$ cat src/sv/cse_pkg.sv
// ----------------------------------------------------------------------------
// Cosecant series evaluator package
// Shared widths, constants and the series coefficient table.
// ----------------------------------------------------------------------------
package cse_pkg;

    localparam int MAX_TERMS = 12;
    localparam int IDX_W     = 4;

    localparam logic [31:0] PI_LIMIT_Q29 = 32'd1686628289;
    localparam logic [63:0] MAG_MAX      = 64'h7FFF_FFFF_FFFF_FFFF;
    localparam logic [3:0]  TC_RESET     = 4'd12;
    localparam logic [31:0] THR_RESET    = 32'd43;

    localparam logic [3:0] CFG_TERM_COUNT = 4'd0;
    localparam logic [3:0] CFG_STOP_THR   = 4'd1;

    typedef logic [63:0] t_coef_tab [0:MAX_TERMS];

    // F_k = 16^k / (2k+1)! in Q16.48, each step truncated
    localparam logic [63:0] FACT_F0  = 64'd1 << 48;
    localparam logic [63:0] FACT_F1  = (FACT_F0  * 64'd16) / 64'd6;
    localparam logic [63:0] FACT_F2  = (FACT_F1  * 64'd16) / 64'd20;
    localparam logic [63:0] FACT_F3  = (FACT_F2  * 64'd16) / 64'd42;
    localparam logic [63:0] FACT_F4  = (FACT_F3  * 64'd16) / 64'd72;
    localparam logic [63:0] FACT_F5  = (FACT_F4  * 64'd16) / 64'd110;
    localparam logic [63:0] FACT_F6  = (FACT_F5  * 64'd16) / 64'd156;
    localparam logic [63:0] FACT_F7  = (FACT_F6  * 64'd16) / 64'd210;
    localparam logic [63:0] FACT_F8  = (FACT_F7  * 64'd16) / 64'd272;
    localparam logic [63:0] FACT_F9  = (FACT_F8  * 64'd16) / 64'd342;
    localparam logic [63:0] FACT_F10 = (FACT_F9  * 64'd16) / 64'd420;
    localparam logic [63:0] FACT_F11 = (FACT_F10 * 64'd16) / 64'd506;
    localparam logic [63:0] FACT_F12 = (FACT_F11 * 64'd16) / 64'd600;

    localparam t_coef_tab FACT_F = '{FACT_F0, FACT_F1, FACT_F2, FACT_F3, FACT_F4,
                                     FACT_F5, FACT_F6, FACT_F7, FACT_F8, FACT_F9,
                                     FACT_F10, FACT_F11, FACT_F12};

    // A_n = c_n * 16^n in Q16.48, built with the same truncations as the
    // Bernoulli recursion; evaluated at elaboration only.
    function automatic t_coef_tab build_coef();
        t_coef_tab    a;
        logic [127:0] prod;
        logic [63:0]  acc;
        logic [63:0]  pr;
        a[0] = 64'd1 << 48;
        for (int n = 1; n <= MAX_TERMS; n++) begin
            acc = '0;
            for (int k = 1; k <= n; k++) begin
                prod = {64'd0, a[n-k]} * {64'd0, FACT_F[k]};
                if ((prod >> 48) > {64'd0, {64{1'b1}}}) begin
                    pr = {64{1'b1}};
                end else begin
                    pr = prod[111:48];
                end
                if (k[0]) begin
                    acc = acc + pr;
                end else begin
                    acc = acc - pr;
                end
            end
            a[n] = acc;
        end
        return a;
    endfunction

    localparam t_coef_tab COEF_A = build_coef();

endpackage

$ cat src/sv/cosecant_series_evaluator_top.sv
// Order from accepting edge to result valid: the reciprocal, x^2, a term product per
// term and a power update between terms, then the result load; a term below threshold
// ends the series, and a domain error skips divider and multiplier. Throughput: one
// request at a time, o_in_stall high until the result is loaded; the divider and the
// 4-pass multiplier set it.
// Reset (synchronous, active low): term_count 12, stop_threshold 43, block idle.
// ----------------------------------------------------------------------------
// Cosecant series evaluator
// Sequencer around a shared multiplier and a divider for csc(x) by series.
// ----------------------------------------------------------------------------
module cosecant_series_evaluator_top (
    input  logic        i_clk,
    input  logic        i_rst_n,
    input  logic        i_in_valid,
    output logic        o_in_stall,
    input  logic [31:0] i_x_value,
    output logic        o_out_valid,
    input  logic        i_out_stall,
    output logic [63:0] o_csc_value,
    output logic [3:0]  o_terms_used,
    output logic        o_domain_error,
    input  logic        i_cfg_valid,
    output logic        o_cfg_ready,
    input  logic [3:0]  i_cfg_index,
    input  logic [31:0] i_cfg_data
);
    import cse_pkg::*;

    typedef enum logic [2:0] {S_IDLE, S_DIV, S_SQR, S_TERM, S_POW, S_OUT} t_state;

    t_state      r_state;
    logic [3:0]  r_tc;
    logic [31:0] r_thr;
    logic        r_neg;
    logic        r_err;
    logic [31:0] r_mag;
    logic [3:0]  r_limit;
    logic [3:0]  r_i;
    logic [3:0]  r_used;
    logic [63:0] r_sum;
    logic [63:0] r_y2;
    logic [63:0] r_p;
    logic        r_out_valid;
    logic [63:0] r_csc;
    logic [3:0]  r_tu;
    logic        r_derr;

    logic         n_mul_start;
    logic [63:0]  n_mul_a, n_mul_b;
    logic         w_mul_done;
    logic [127:0] w_prod;
    logic         n_div_start;
    logic         w_div_done;
    logic [63:0]  w_quot;

    logic [31:0] w_mag;
    logic        w_dom_err;
    logic        w_accept;
    logic [45:0] w_term;
    logic [64:0] w_sum_ext;
    logic [63:0] w_sum_sat;
    logic        w_out_free;

    assign w_mag      = i_x_value[31] ? (32'd0 - i_x_value) : i_x_value;
    assign w_dom_err  = (w_mag == 32'd0) || (w_mag >= PI_LIMIT_Q29);
    assign w_accept   = i_in_valid && (r_state == S_IDLE);
    assign w_term     = w_prod[127:82];
    assign w_sum_ext  = {1'b0, r_sum} + {19'd0, w_term};
    assign w_sum_sat  = (w_sum_ext > {1'b0, MAG_MAX}) ? MAG_MAX : w_sum_ext[63:0];
    assign w_out_free = !r_out_valid || !i_out_stall;

    cse_mul u_mul (
        .i_clk   (i_clk),
        .i_rst_n (i_rst_n),
        .i_start (n_mul_start),
        .i_a     (n_mul_a),
        .i_b     (n_mul_b),
        .o_done  (w_mul_done),
        .o_prod  (w_prod)
    );

    cse_div u_div (
        .i_clk   (i_clk),
        .i_rst_n (i_rst_n),
        .i_start (n_div_start),
        .i_den   (w_mag),
        .o_done  (w_div_done),
        .o_quot  (w_quot)
    );

    always_comb begin
        n_mul_start = 1'b0;
        n_mul_a     = COEF_A[r_i];
        n_mul_b     = r_p;
        n_div_start = 1'b0;
        unique case (r_state)
            S_IDLE: begin
                // start the reciprocal on the accepting edge
                if (w_accept && !w_dom_err) begin
                    n_div_start = 1'b1;
                end
            end
            S_DIV: begin
                if (w_div_done) begin
                    n_mul_start = 1'b1;
                    n_mul_a     = {r_mag, 32'd0} << 1;
                    n_mul_b     = {r_mag, 32'd0} << 1;
                end
            end
            S_SQR: begin
                if (w_mul_done && r_limit != 4'd0) begin
                    n_mul_start = 1'b1;
                    n_mul_a     = COEF_A[4'd1];
                    n_mul_b     = {r_mag, 32'd0} << 1;
                end
            end
            S_TERM: begin
                if (w_mul_done && !(w_term < {14'd0, r_thr}) && (r_used + 4'd1 != r_limit)) begin
                    n_mul_start = 1'b1;
                    n_mul_a     = r_p;
                    n_mul_b     = r_y2;
                end
            end
            S_POW: begin
                if (w_mul_done) begin
                    n_mul_start = 1'b1;
                    n_mul_a     = COEF_A[r_i + 4'd1];
                    n_mul_b     = w_prod[127:64];
                end
            end
            default: begin
            end
        endcase
    end

    always_ff @(posedge i_clk) begin
        if (!i_rst_n) begin
            r_state     <= S_IDLE;
            r_tc        <= TC_RESET;
            r_thr       <= THR_RESET;
            r_out_valid <= 1'b0;
        end else begin
            if (i_cfg_valid) begin
                if (i_cfg_index == CFG_TERM_COUNT) begin
                    r_tc <= i_cfg_data[3:0];
                end else if (i_cfg_index == CFG_STOP_THR) begin
                    r_thr <= i_cfg_data;
                end
            end

            if (r_state == S_OUT && w_out_free) begin
                r_out_valid <= 1'b1;
                r_csc       <= r_err ? 64'd0 : (r_neg ? (64'd0 - r_sum) : r_sum);
                r_tu        <= r_err ? 4'd0 : r_used;
                r_derr      <= r_err;
            end else if (!i_out_stall) begin
                r_out_valid <= 1'b0;
            end

            unique case (r_state)
                S_IDLE: begin
                    if (w_accept) begin
                        r_neg   <= i_x_value[31];
                        r_mag   <= w_mag;
                        r_used  <= '0;
                        r_i     <= 4'd1;
                        r_limit <= (r_tc > 4'(MAX_TERMS)) ? 4'(MAX_TERMS) : r_tc;
                        if (w_dom_err) begin
                            r_err   <= 1'b1;
                            r_state <= S_OUT;
                        end else begin
                            r_err   <= 1'b0;
                            r_state <= S_DIV;
                        end
                    end
                end
                S_DIV: begin
                    if (w_div_done) begin
                        r_sum   <= w_quot;
                        r_state <= S_SQR;
                    end
                end
                S_SQR: begin
                    if (w_mul_done) begin
                        r_y2    <= w_prod[127:64];
                        r_p     <= {r_mag, 32'd0} << 1;
                        r_state <= (r_limit == 4'd0) ? S_OUT : S_TERM;
                    end
                end
                S_TERM: begin
                    if (w_mul_done) begin
                        // drop the term below threshold and stop
                        if (w_term < {14'd0, r_thr}) begin
                            r_state <= S_OUT;
                        end else begin
                            r_sum  <= w_sum_sat;
                            r_used <= r_used + 4'd1;
                            r_state <= (r_used + 4'd1 == r_limit) ? S_OUT : S_POW;
                        end
                    end
                end
                S_POW: begin
                    if (w_mul_done) begin
                        r_p     <= w_prod[127:64];
                        r_i     <= r_i + 4'd1;
                        r_state <= S_TERM;
                    end
                end
                S_OUT: begin
                    if (w_out_free) begin
                        r_state <= S_IDLE;
                    end
                end
                default: begin
                    r_state <= S_IDLE;
                end
            endcase
        end
    end

    assign o_in_stall     = (r_state != S_IDLE);
    assign o_cfg_ready    = 1'b1;
    assign o_out_valid    = r_out_valid;
    assign o_csc_value    = r_csc;
    assign o_terms_used   = r_tu;
    assign o_domain_error = r_derr;

    a_err_zero: assert property (@(posedge i_clk) disable iff (!i_rst_n)
        (o_out_valid && o_domain_error) |-> (o_csc_value == 64'd0 && o_terms_used == 4'd0))
        else $error("domain error result not cleared");

    a_tu_range: assert property (@(posedge i_clk) disable iff (!i_rst_n)
        o_out_valid |-> (o_terms_used <= 4'(MAX_TERMS)))
        else $error("terms_used out of range");

    a_used_lim: assert property (@(posedge i_clk) disable iff (!i_rst_n)
        (r_state == S_TERM || r_state == S_POW) |-> (r_used < r_limit))
        else $error("term counter past limit");

endmodule

$ cat src/sv/cse_mul.sv
// ----------------------------------------------------------------------------
// Shared 64x64 multiplier
// Full 128-bit product from four 32x32 partial products, one per cycle.
// ----------------------------------------------------------------------------
module cse_mul (
    input  logic         i_clk,
    input  logic         i_rst_n,
    input  logic         i_start,
    input  logic [63:0]  i_a,
    input  logic [63:0]  i_b,
    output logic         o_done,
    output logic [127:0] o_prod
);
    import cse_pkg::*;

    logic [63:0]  r_a, r_b;
    logic [2:0]   r_step;
    logic         r_busy;
    logic [63:0]  r_pp;
    logic [6:0]   r_sh;
    logic [127:0] r_acc;
    logic         r_done;

    logic [31:0] w_ah, w_bh;
    always_comb begin
        w_ah = r_step[1] ? r_a[63:32] : r_a[31:0];
        w_bh = r_step[0] ? r_b[63:32] : r_b[31:0];
    end

    always_ff @(posedge i_clk) begin
        if (!i_rst_n) begin
            r_busy <= 1'b0;
            r_step <= '0;
            r_done <= 1'b0;
        end else begin
            r_done <= 1'b0;
            if (i_start) begin
                r_a    <= i_a;
                r_b    <= i_b;
                r_acc  <= '0;
                r_step <= '0;
                r_busy <= 1'b1;
            end else if (r_busy) begin
                if (r_step < 3'd4) begin
                    r_pp <= 64'(w_ah) * 64'(w_bh);
                    r_sh <= 7'({r_step[1], 5'd0}) + 7'({r_step[0], 5'd0});
                end
                // add the partial product from the previous step
                if (r_step != 3'd0) begin
                    r_acc <= r_acc + ({64'd0, r_pp} << r_sh);
                end
                if (r_step == 3'd4) begin
                    r_busy <= 1'b0;
                    r_done <= 1'b1;
                end
                r_step <= r_step + 3'd1;
            end
        end
    end

    assign o_done = r_done;
    assign o_prod = r_acc;
endmodule

$ cat src/sv/cse_div.sv
// ----------------------------------------------------------------------------
// Reciprocal divider
// Restoring division of 2^61 by a 31-bit magnitude, one quotient bit a cycle.
// ----------------------------------------------------------------------------
module cse_div (
    input  logic        i_clk,
    input  logic        i_rst_n,
    input  logic        i_start,
    input  logic [31:0] i_den,
    output logic        o_done,
    output logic [63:0] o_quot
);
    import cse_pkg::*;

    logic [31:0] r_den;
    logic [32:0] r_rem;
    logic [61:0] r_quot;
    logic [5:0]  r_bit;
    logic        r_busy;
    logic        r_done;

    logic [32:0] w_shift;
    logic [32:0] w_diff;
    always_comb begin
        // the numerator has a single one at bit 61
        w_shift = {r_rem[31:0], (r_bit == 6'd61)};
        w_diff  = w_shift - {1'b0, r_den};
    end

    always_ff @(posedge i_clk) begin
        if (!i_rst_n) begin
            r_busy <= 1'b0;
            r_done <= 1'b0;
        end else begin
            r_done <= 1'b0;
            if (i_start) begin
                r_den  <= i_den;
                r_rem  <= '0;
                r_quot <= '0;
                r_bit  <= 6'd61;
                r_busy <= 1'b1;
            end else if (r_busy) begin
                if (!w_diff[32]) begin
                    r_rem  <= w_diff;
                    r_quot <= {r_quot[60:0], 1'b1};
                end else begin
                    r_rem  <= w_shift;
                    r_quot <= {r_quot[60:0], 1'b0};
                end
                if (r_bit == 6'd0) begin
                    r_busy <= 1'b0;
                    r_done <= 1'b1;
                end
                r_bit <= r_bit - 6'd1;
            end
        end
    end

    assign o_done = r_done;
    assign o_quot = {2'b00, r_quot};
endmodule
$ cat config.mk
export PLATFORM = sky130hd
export DESIGN_NAME = cosecant_series_evaluator_top
export DESIGN_NICKNAME = d
export VERILOG_FILES = /design/src/sv/cse_pkg.sv /design/src/sv/cosecant_series_evaluator_top.sv /design/src/sv/cse_mul.sv /design/src/sv/cse_div.sv
export SDC_FILE = /design/constraint.sdc
export NUM_CORES = 2
export LEC_CHECK = 0
export ABC_AREA = 1
export BUFFER_PORTS_ARGS = -buffer_cell sky130_fd_sc_hd__buf_2
export CAP_MARGIN = 20
export CORE_UTILIZATION = 49
export DETAILED_ROUTE_END_ITERATION = 10
export HOLD_SLACK_MARGIN = 0.03
export PLACE_DENSITY = 0.71
export SYNTH_ARGS = -nofsm -noshare
export SYNTH_HDL_FRONTEND = slang
export SYNTH_HIERARCHICAL = 1
export SYNTH_SLANG_ARGS = --single-unit
$ cat constraint.sdc
create_clock -name i_clk -period 10.9 [get_ports i_clk]
set_input_delay 0.545 -clock i_clk [delete_from_list [all_inputs] [get_ports i_clk]]
set_output_delay 0.545 -clock i_clk [all_outputs]
set_load 0.05 [all_outputs]
After elaboration in Yosys (flattened, before gate mapping)
Memories as Yosys holds them, arrays and structs flattened.
Cells that the tools add are included.
{ "word_totals": {"ff_bits": 812, "mem_bits_ro": 2048, "memories": 2} }
{ "op_classes": {"add_sub_neg": 10, "n_mul": 1, "magnitude_cmp": 7, "eq_ne": 18, "n_shift": 1, "n_mux": 68, "n_bitwise": 7, "reduce_logical": 45} }
{ "mem_list": {"columns": ["name", "words", "word_bits", "read_ports", "rd_ports_with_merged_regs", "wr", "line", "source"], "rows": [
  ["(no name shown)", 16, 64, 1, 0, 0, "cosecant_series_evaluator_top.sv:127", "n_mul_a = COEF_A[r_i + 4'd1];"],
  ["(no name shown)", 16, 64, 1, 0, 0, "cosecant_series_evaluator_top.sv:93", "n_mul_a = COEF_A[r_i];"]
]} }
{ "ops": {"columns": ["operator", "count"], "rows": [
  ["2-to-1 mux 64 bit", 18],
  ["one-hot mux 64 bit (4 select lines)", 2],
  ["2-to-1 mux 128 bit", 2],
  ["one-hot mux 64 bit (2 select lines)", 2],
  ["2-to-1 mux 32 bit", 5],
  ["adder 128 bit", 1],
  ["left shift 64 x 7 -> 128 bit", 1],
  ["adder 64 x 46 -> 65 bit", 1],
  ["greater-than comparator 65 x 63 -> 1 bit (second input constant)", 1],
  ["multiplier 32 x 32 -> 64 bit", 1],
  ["subtractor 1 x 64 -> 64 bit (first input constant)", 1],
  ["2-to-1 mux 62 bit", 1],
  ["less-than comparator 46 x 32 -> 1 bit", 1],
  ["subtractor 33 x 32 -> 33 bit", 1],
  ["greater-or-equal comparator 32 x 31 -> 1 bit (second input constant)", 1],
  ["logical NOT 32 bit", 1],
  ["subtractor 1 x 32 -> 32 bit (first input constant)", 1],
  ["2-to-1 mux 3 bit", 8],
  ["2-to-1 mux 1 bit", 20],
  ["2-to-1 mux 4 bit", 5],
  ["one-hot mux 3 bit (6 select lines)", 1],
  ["one-hot mux 4 bit (2 select lines)", 2],
  ["AND reduction 3 bit", 5],
  ["nonzero test 2 bit", 7],
  ["34 further kinds", 68]
]} }

Depth between registers and ports, before layout
{ "logic_depth": {"depth_word": 10, "mapped_depth": 37, "ltp_nobuf": 34} }

Modules after synthesis
Netlist, hierarchy kept.
{ "modules_own_cells": {"columns": ["module", "n_inst", "cells_each", "area_each_um2"], "rows": [
  ["cse_mul", 1, 8196, 59811.1],
  ["cosecant_series_evaluator_top", 1, 3775, 26857.0],
  ["cse_div", 1, 1021, 8030.2]
]} }

Worst setup path after synthesis
OpenSTA, ideal clock, no wires.
{ "synth_timing": {"kind": "register to register", "from": "register u_mul.r_step[0]", "to": "register u_mul.r_acc[0], in the netlist u_mul/o_prod[0], enable pin", "setup_ps": 792, "arrival_ps": 9880, "required_ps": 10108, "setup_slack_ps": 228, "stages_incl_launch_ff": 8, "n_path_buf": 2, "synth_period_minus_slack_ps": 10672, "path_cell_list": "dfxtp_1 buf_4 inv_2 clkbuf_1 ha_1 inv_1 nor2_1 o21ai_0"} }
{ "synth_via": {"elab_chain_cells": 3} }
{ "synth_lines": {"columns": ["item", "line", "source"], "rows": [
  ["start, declared", "cse_mul.sv:17", "logic [2:0] r_step;"],
  ["start signal, assigned", "cse_mul.sv:56", "r_step <= r_step + 3'd1;"],
  ["nonzero test 3 bit", "cse_mul.sv:49", "if (r_step != 3'd0) begin"],
  ["nonzero test 2 bit (no line)", null, null],
  ["AND reduction 3 bit (no line)", null, null],
  ["end signal, assigned", "cse_mul.sv:50", "r_acc <= r_acc + ({64'd0, r_pp} << r_sh);"],
  ["end, declared", "cse_mul.sv:21", "logic [127:0] r_acc;"]
]} }
No other way between the ends.
A chain may end at the register's enable or synchronous reset.

Worst setup path in the final report
{ "layout_timing": {"from": "register u_mul.r_step[1]", "to": "register u_mul.r_pp[47] (data pin)"} }
{ "layout_via": {"elab_chain_cells": 2} }
{ "layout_lines": {"columns": ["item", "line", "source"], "rows": [
  ["2-to-1 mux 32 bit", "cse_mul.sv:26", "w_ah = r_step[1] ? r_a[63:32] : r_a[31:0];"],
  ["multiplier 32 x 32 -> 64 bit", "cse_mul.sv:45", "r_pp <= 64'(w_ah) * 64'(w_bh);"],
  ["end signal, assigned", "cse_mul.sv:45", null],
  ["end, declared", "cse_mul.sv:19", "logic [63:0] r_pp;"]
]} }
No other way between the ends.

==> run_results.csv <==
group,metric,value,unit
power,comb_power_share,25.1,%
worst_setup_path,worst_path_max_delay_cell,"sky130_fd_sc_hd__dfxtp_2",
grt,combined_global_route_utilization_of_all_metal_layers,39.4,%
drt,drt_first_iter_violations,12000,
floorplanning,initial_core_util,49.6,%
clock_network,cts_max_path_buffers,3,
power,switching_share,35.1,%
placed_design,placed_cells_incl_taps,15400,
sta,period_minus_slack,8790,ps
power,pwr_density_cell,95.7,nW/um^2
sta,fin_ws,2110,ps
power,static-leakage-power,50.5,nW
grt,groute.layer.met3.usage,10.1,%
floorplanning,die_h,442,um
logic_synthesis,yosys.area.top_type_share,24.1,%
floorplanning,core_area,191000,um^2
finish,final_util,53.3,%
placed_design,finalWeightedCongestion,1.06,
clock_network,cts_setup_buffers,0,
finish,fillerInstances,18800,
clock_network,clkLatencyLatePin,810,ps
clock_network,tritoncts,"yes",
logic_synthesis,syn_avg_cell_area,7.29,um^2
logic_synthesis,flip_flop_and_latch_count_after_synthesis,807,
clock_network,cts.root.buffer_cell,"sky130_fd_sc_hd__clkbuf_16",
power,clkPwrFrac,36.4,%
drt,finalWirelength,389000,um
grt,grtUsageMet2,57.0,%
logic_synthesis,synth.top_cells.by_count,"3103 x sky130_fd_sc_hd__nand2_1, 2720 x sky130_fd_sc_hd__inv_1, 1797 x sky130_fd_sc_hd__nor2_1",
run,max-cap-violations,0,
worst_setup_path,rrSetupSlack,2110,ps
floorplanning,boundaryPins,145,
floorplanning,fp.dieArea,195000,um^2
grt,grt_first_pass_wirelength,565000,um
sta,grt_setup_unrepaired,"no",
worst_setup_path,critical_path.startpoint_type,"flip-flop",
worst_setup_path,timing.critical_path.fanout_max,34,
power,power_frac_seq,38.5,%
sta,finalHoldWorstSlack,69.5,ps
drt,drt_drc_violations_left,0,
sta,maxClockFrequency,114,MHz
worst_hold_path,hold_path_startpoint,"i_cfg_data[25]",
clock_network,cts.repair.resized,0,
logic_synthesis,yosysSeqAreaShare,25.1,%
sta,worst-slew-pin-transition,1260,ps
sta,final.setup_skew,89.3,ps
logic_synthesis,synthTopCellsByArea,"sky130_fd_sc_hd__edfxtp_1 24%, sky130_fd_sc_hd__fa_1 19%, sky130_fd_sc_hd__nand2_1 12%",
grt,largest_net_degree_at_the_start_of_global_routing,129,
worst_setup_path,worst_setup_endpoint,"u_mul/r_pp[47]",
worst_hold_path,worst_hold_path_type,"in -> reg",
floorplanning,placementRows,160,
sta,timing_max_transition_violations_final,0,
clock_network,cts_made_buffers,100,
sta,post-route-period-util,80.7,%
finish,design.final.nets,14500,
worst_setup_path,startpoint,"u_mul/r_step[1]",
drt,post_drt_via_cell_ratio,5.69,
clock_network,holdBufCountCts,15,
grt,grt_antenna_before_repair,23,
worst_setup_path,timing.critical_path.required,11430,ps
clock_network,clk_pin_slew,60,ps
finish,fin_area,102000,um^2
worst_setup_path,arrival_time_worst_endpoint,9320,ps
logic_synthesis,synth_cells,13000,
drt,antenna_viol_nets_final,0,
power,cellInternalPower,6.33,mW
sta,worst_rel_slew_slack,14.8,%
logic_synthesis,syn_area,94700,um^2
worst_setup_path,crit_path_frequent_cell,"sky130_fd_sc_hd__fa_1",
worst_setup_path,critical_path_class,"reg -> reg",
placed_design,port_buffers,143,
logic_synthesis,async_reset_ff_share,0,%
power,peakVddDrop,0.184,mV
clock_network,cts.sinks,807,
run_status,run_status,"finished, final reports clean",
drt,wl_per_cell,24.8,um
sta,final-hold-violation-count,0,
placed_design,placement.cell_area,98300,um^2
logic_synthesis,flip_flop_cell_with_the_highest_count_after_synthesis,"sky130_fd_sc_hd__edfxtp_1",
finish,drive_gt1_share,7.01,%
drt,drt_first_pass_iters,7,
grt,grtUsageMet1,53.4,%
worst_setup_path,worst_setup_path_end_kind,"flip-flop",
sta,finalSetupViolCount,0,
floorplanning,x_dimension_of_the_die,442,um
grt,grt-busiest-layer,"met2",
placed_design,pre_cts_slack,2230,ps
placed_design,detailed_placement_hpwl,309000,um
sta,setup_total_negative_slack,0,ps
worst_setup_path,reg_to_reg_critical_path_endpoint,"u_mul/r_pp[47]",
worst_setup_path,r2r_cells,25,
logic_synthesis,synth.yosys.warnings,6,
finish,area_growth,7.58,%
clock_network,cts_htree_levels,3,
power,total_power,9.75,mW
worst_setup_path,rr_startpoint,"u_mul/r_step[1]",
grt,first_global_vias,84500,
logic_synthesis,netlist.top_cell.by_area,"sky130_fd_sc_hd__edfxtp_1",
finish,fin_cells,15600,
logic_synthesis,post-synth-top-count-cell,"sky130_fd_sc_hd__nand2_1",
logic_synthesis,netlist-cell-type-count,67,
worst_setup_path,crit_path_max_incr_delay,610,ps
grt,global_route.overflow_total,0,
logic_synthesis,synth_edf_count,760,
drt,via_count,89100,
power,power.net_switching,3.42,mW
==> cell usage in the layout, fill, tap and decap left out, drive strengths merged, types with 6 or more instances in the layout <==
master,count
nand2,3179
dlygate4sd3,15
or2,71
o21ai,608
clkbuf,116
a31oi,22
nand3,391
and2,15
nor3,101
o31ai,6
buf,310
a22oi,23
nand3b,29
nor4,38
edfxtp,760
xor2,74
o221ai,10
a21oi,686
a21boi,7
nand4,64
and3,9
inv,2799
clkinvlp,13
bufinv,10
o21a,67
o21bai,28
a21o,22
xnor2,41
fa,899
diode,19
a221oi,6
a211oi,11
a2111oi,24
o22ai,44
clkinv,60
dfxtp,47
nor3b,6
ha,529
o211ai,64
nor2,1897
==> power by group through the flow <==
stage | clock network (mW) | logic (mW) | registers (mW)
3_5_place_dp | 0 | 2.36 | 3.81
6_report | 3.55 | 2.45 | 3.76
2_1_floorplan | 0 | 1.62 | 3.78
5_1_grt | 3.67 | 2.66 | 3.77
3_3_place_gp | 0 | 2.35 | 3.81
4_1_cts | 3.57 | 2.38 | 3.75
==> layer usage <==
layer	part of all wire [%]	vias up
met5	0.032	-
met4	6.6	20
met3	13	1077
met2	41	5387
met1	39	42300
li1	-	40200
==> worst max-delay path, delay by kind of cell, from the launching register on <==
family                     cells  cell delay [ps]
AOI/OAI and AO/OA              2              420
adders and majority gates      9             4490
and+or+nand+nor                9             1580
buffers and inverters          5             1420
DFF                            1              610
==> how the worst min path moves through the flow <==
| stage | cells past startpoint | end | slack, ps |
|---|---|---|---|
| after floorplan | 2 | r_thr[0] | 430 |
| after global placement | 2 | r_tc[0] | 450 |
| after detailed placement | 2 | r_tc[0] | 450 |
| after CTS | 1 | u_div/r_den[0] | 30 |
| after global routing | 1 | u_div/r_den[0] | 50 |
| final | 3 | r_thr[25] | 70 |
==> sequential cells by signal, indices dropped and copies added, names as in the netlist, 31 cells and up <==
signal / cells
o_csc_value: 64
r_mag: 31
r_p: 64
r_sum: 64
r_thr: 32
r_y2: 64
u_div/r_den: 32
u_div/r_quot: 62
u_div/r_rem: 32
u_mul/o_prod: 128
u_mul/r_a: 64
u_mul/r_b: 64
u_mul/r_pp: 64
==> layout make-up <==
cell class	instances	area, um^2	share of cell area (%)
flip-flops and latches	807	23800	23.3
clock inverters	75	843	0.828
diodes	19	47.5	0.0467
clock buffers	113	2560	2.51
repair buffers	328	2150	2.11
inverters	2807	10500	10.3
well taps	2511	3140	3.08
multi-input cells	8988	58800	57.7
==> logic make-up (layout without fill, tap and decap cells) <==
logic type	Yosys count	after routing	share of synthesized area [%]
DFF	807	807	25.1
adders and majority gates	1428	1428	26.0
other	2	22	0.00793
buffers and inverters	3198	3323	13.0
xor gates and xnor gates	115	115	1.06
and+or+nand+nor	5802	5802	25.1
AOI/OAI and AO/OA	1640	1640	9.72
(Power assumes the default switching activity.)
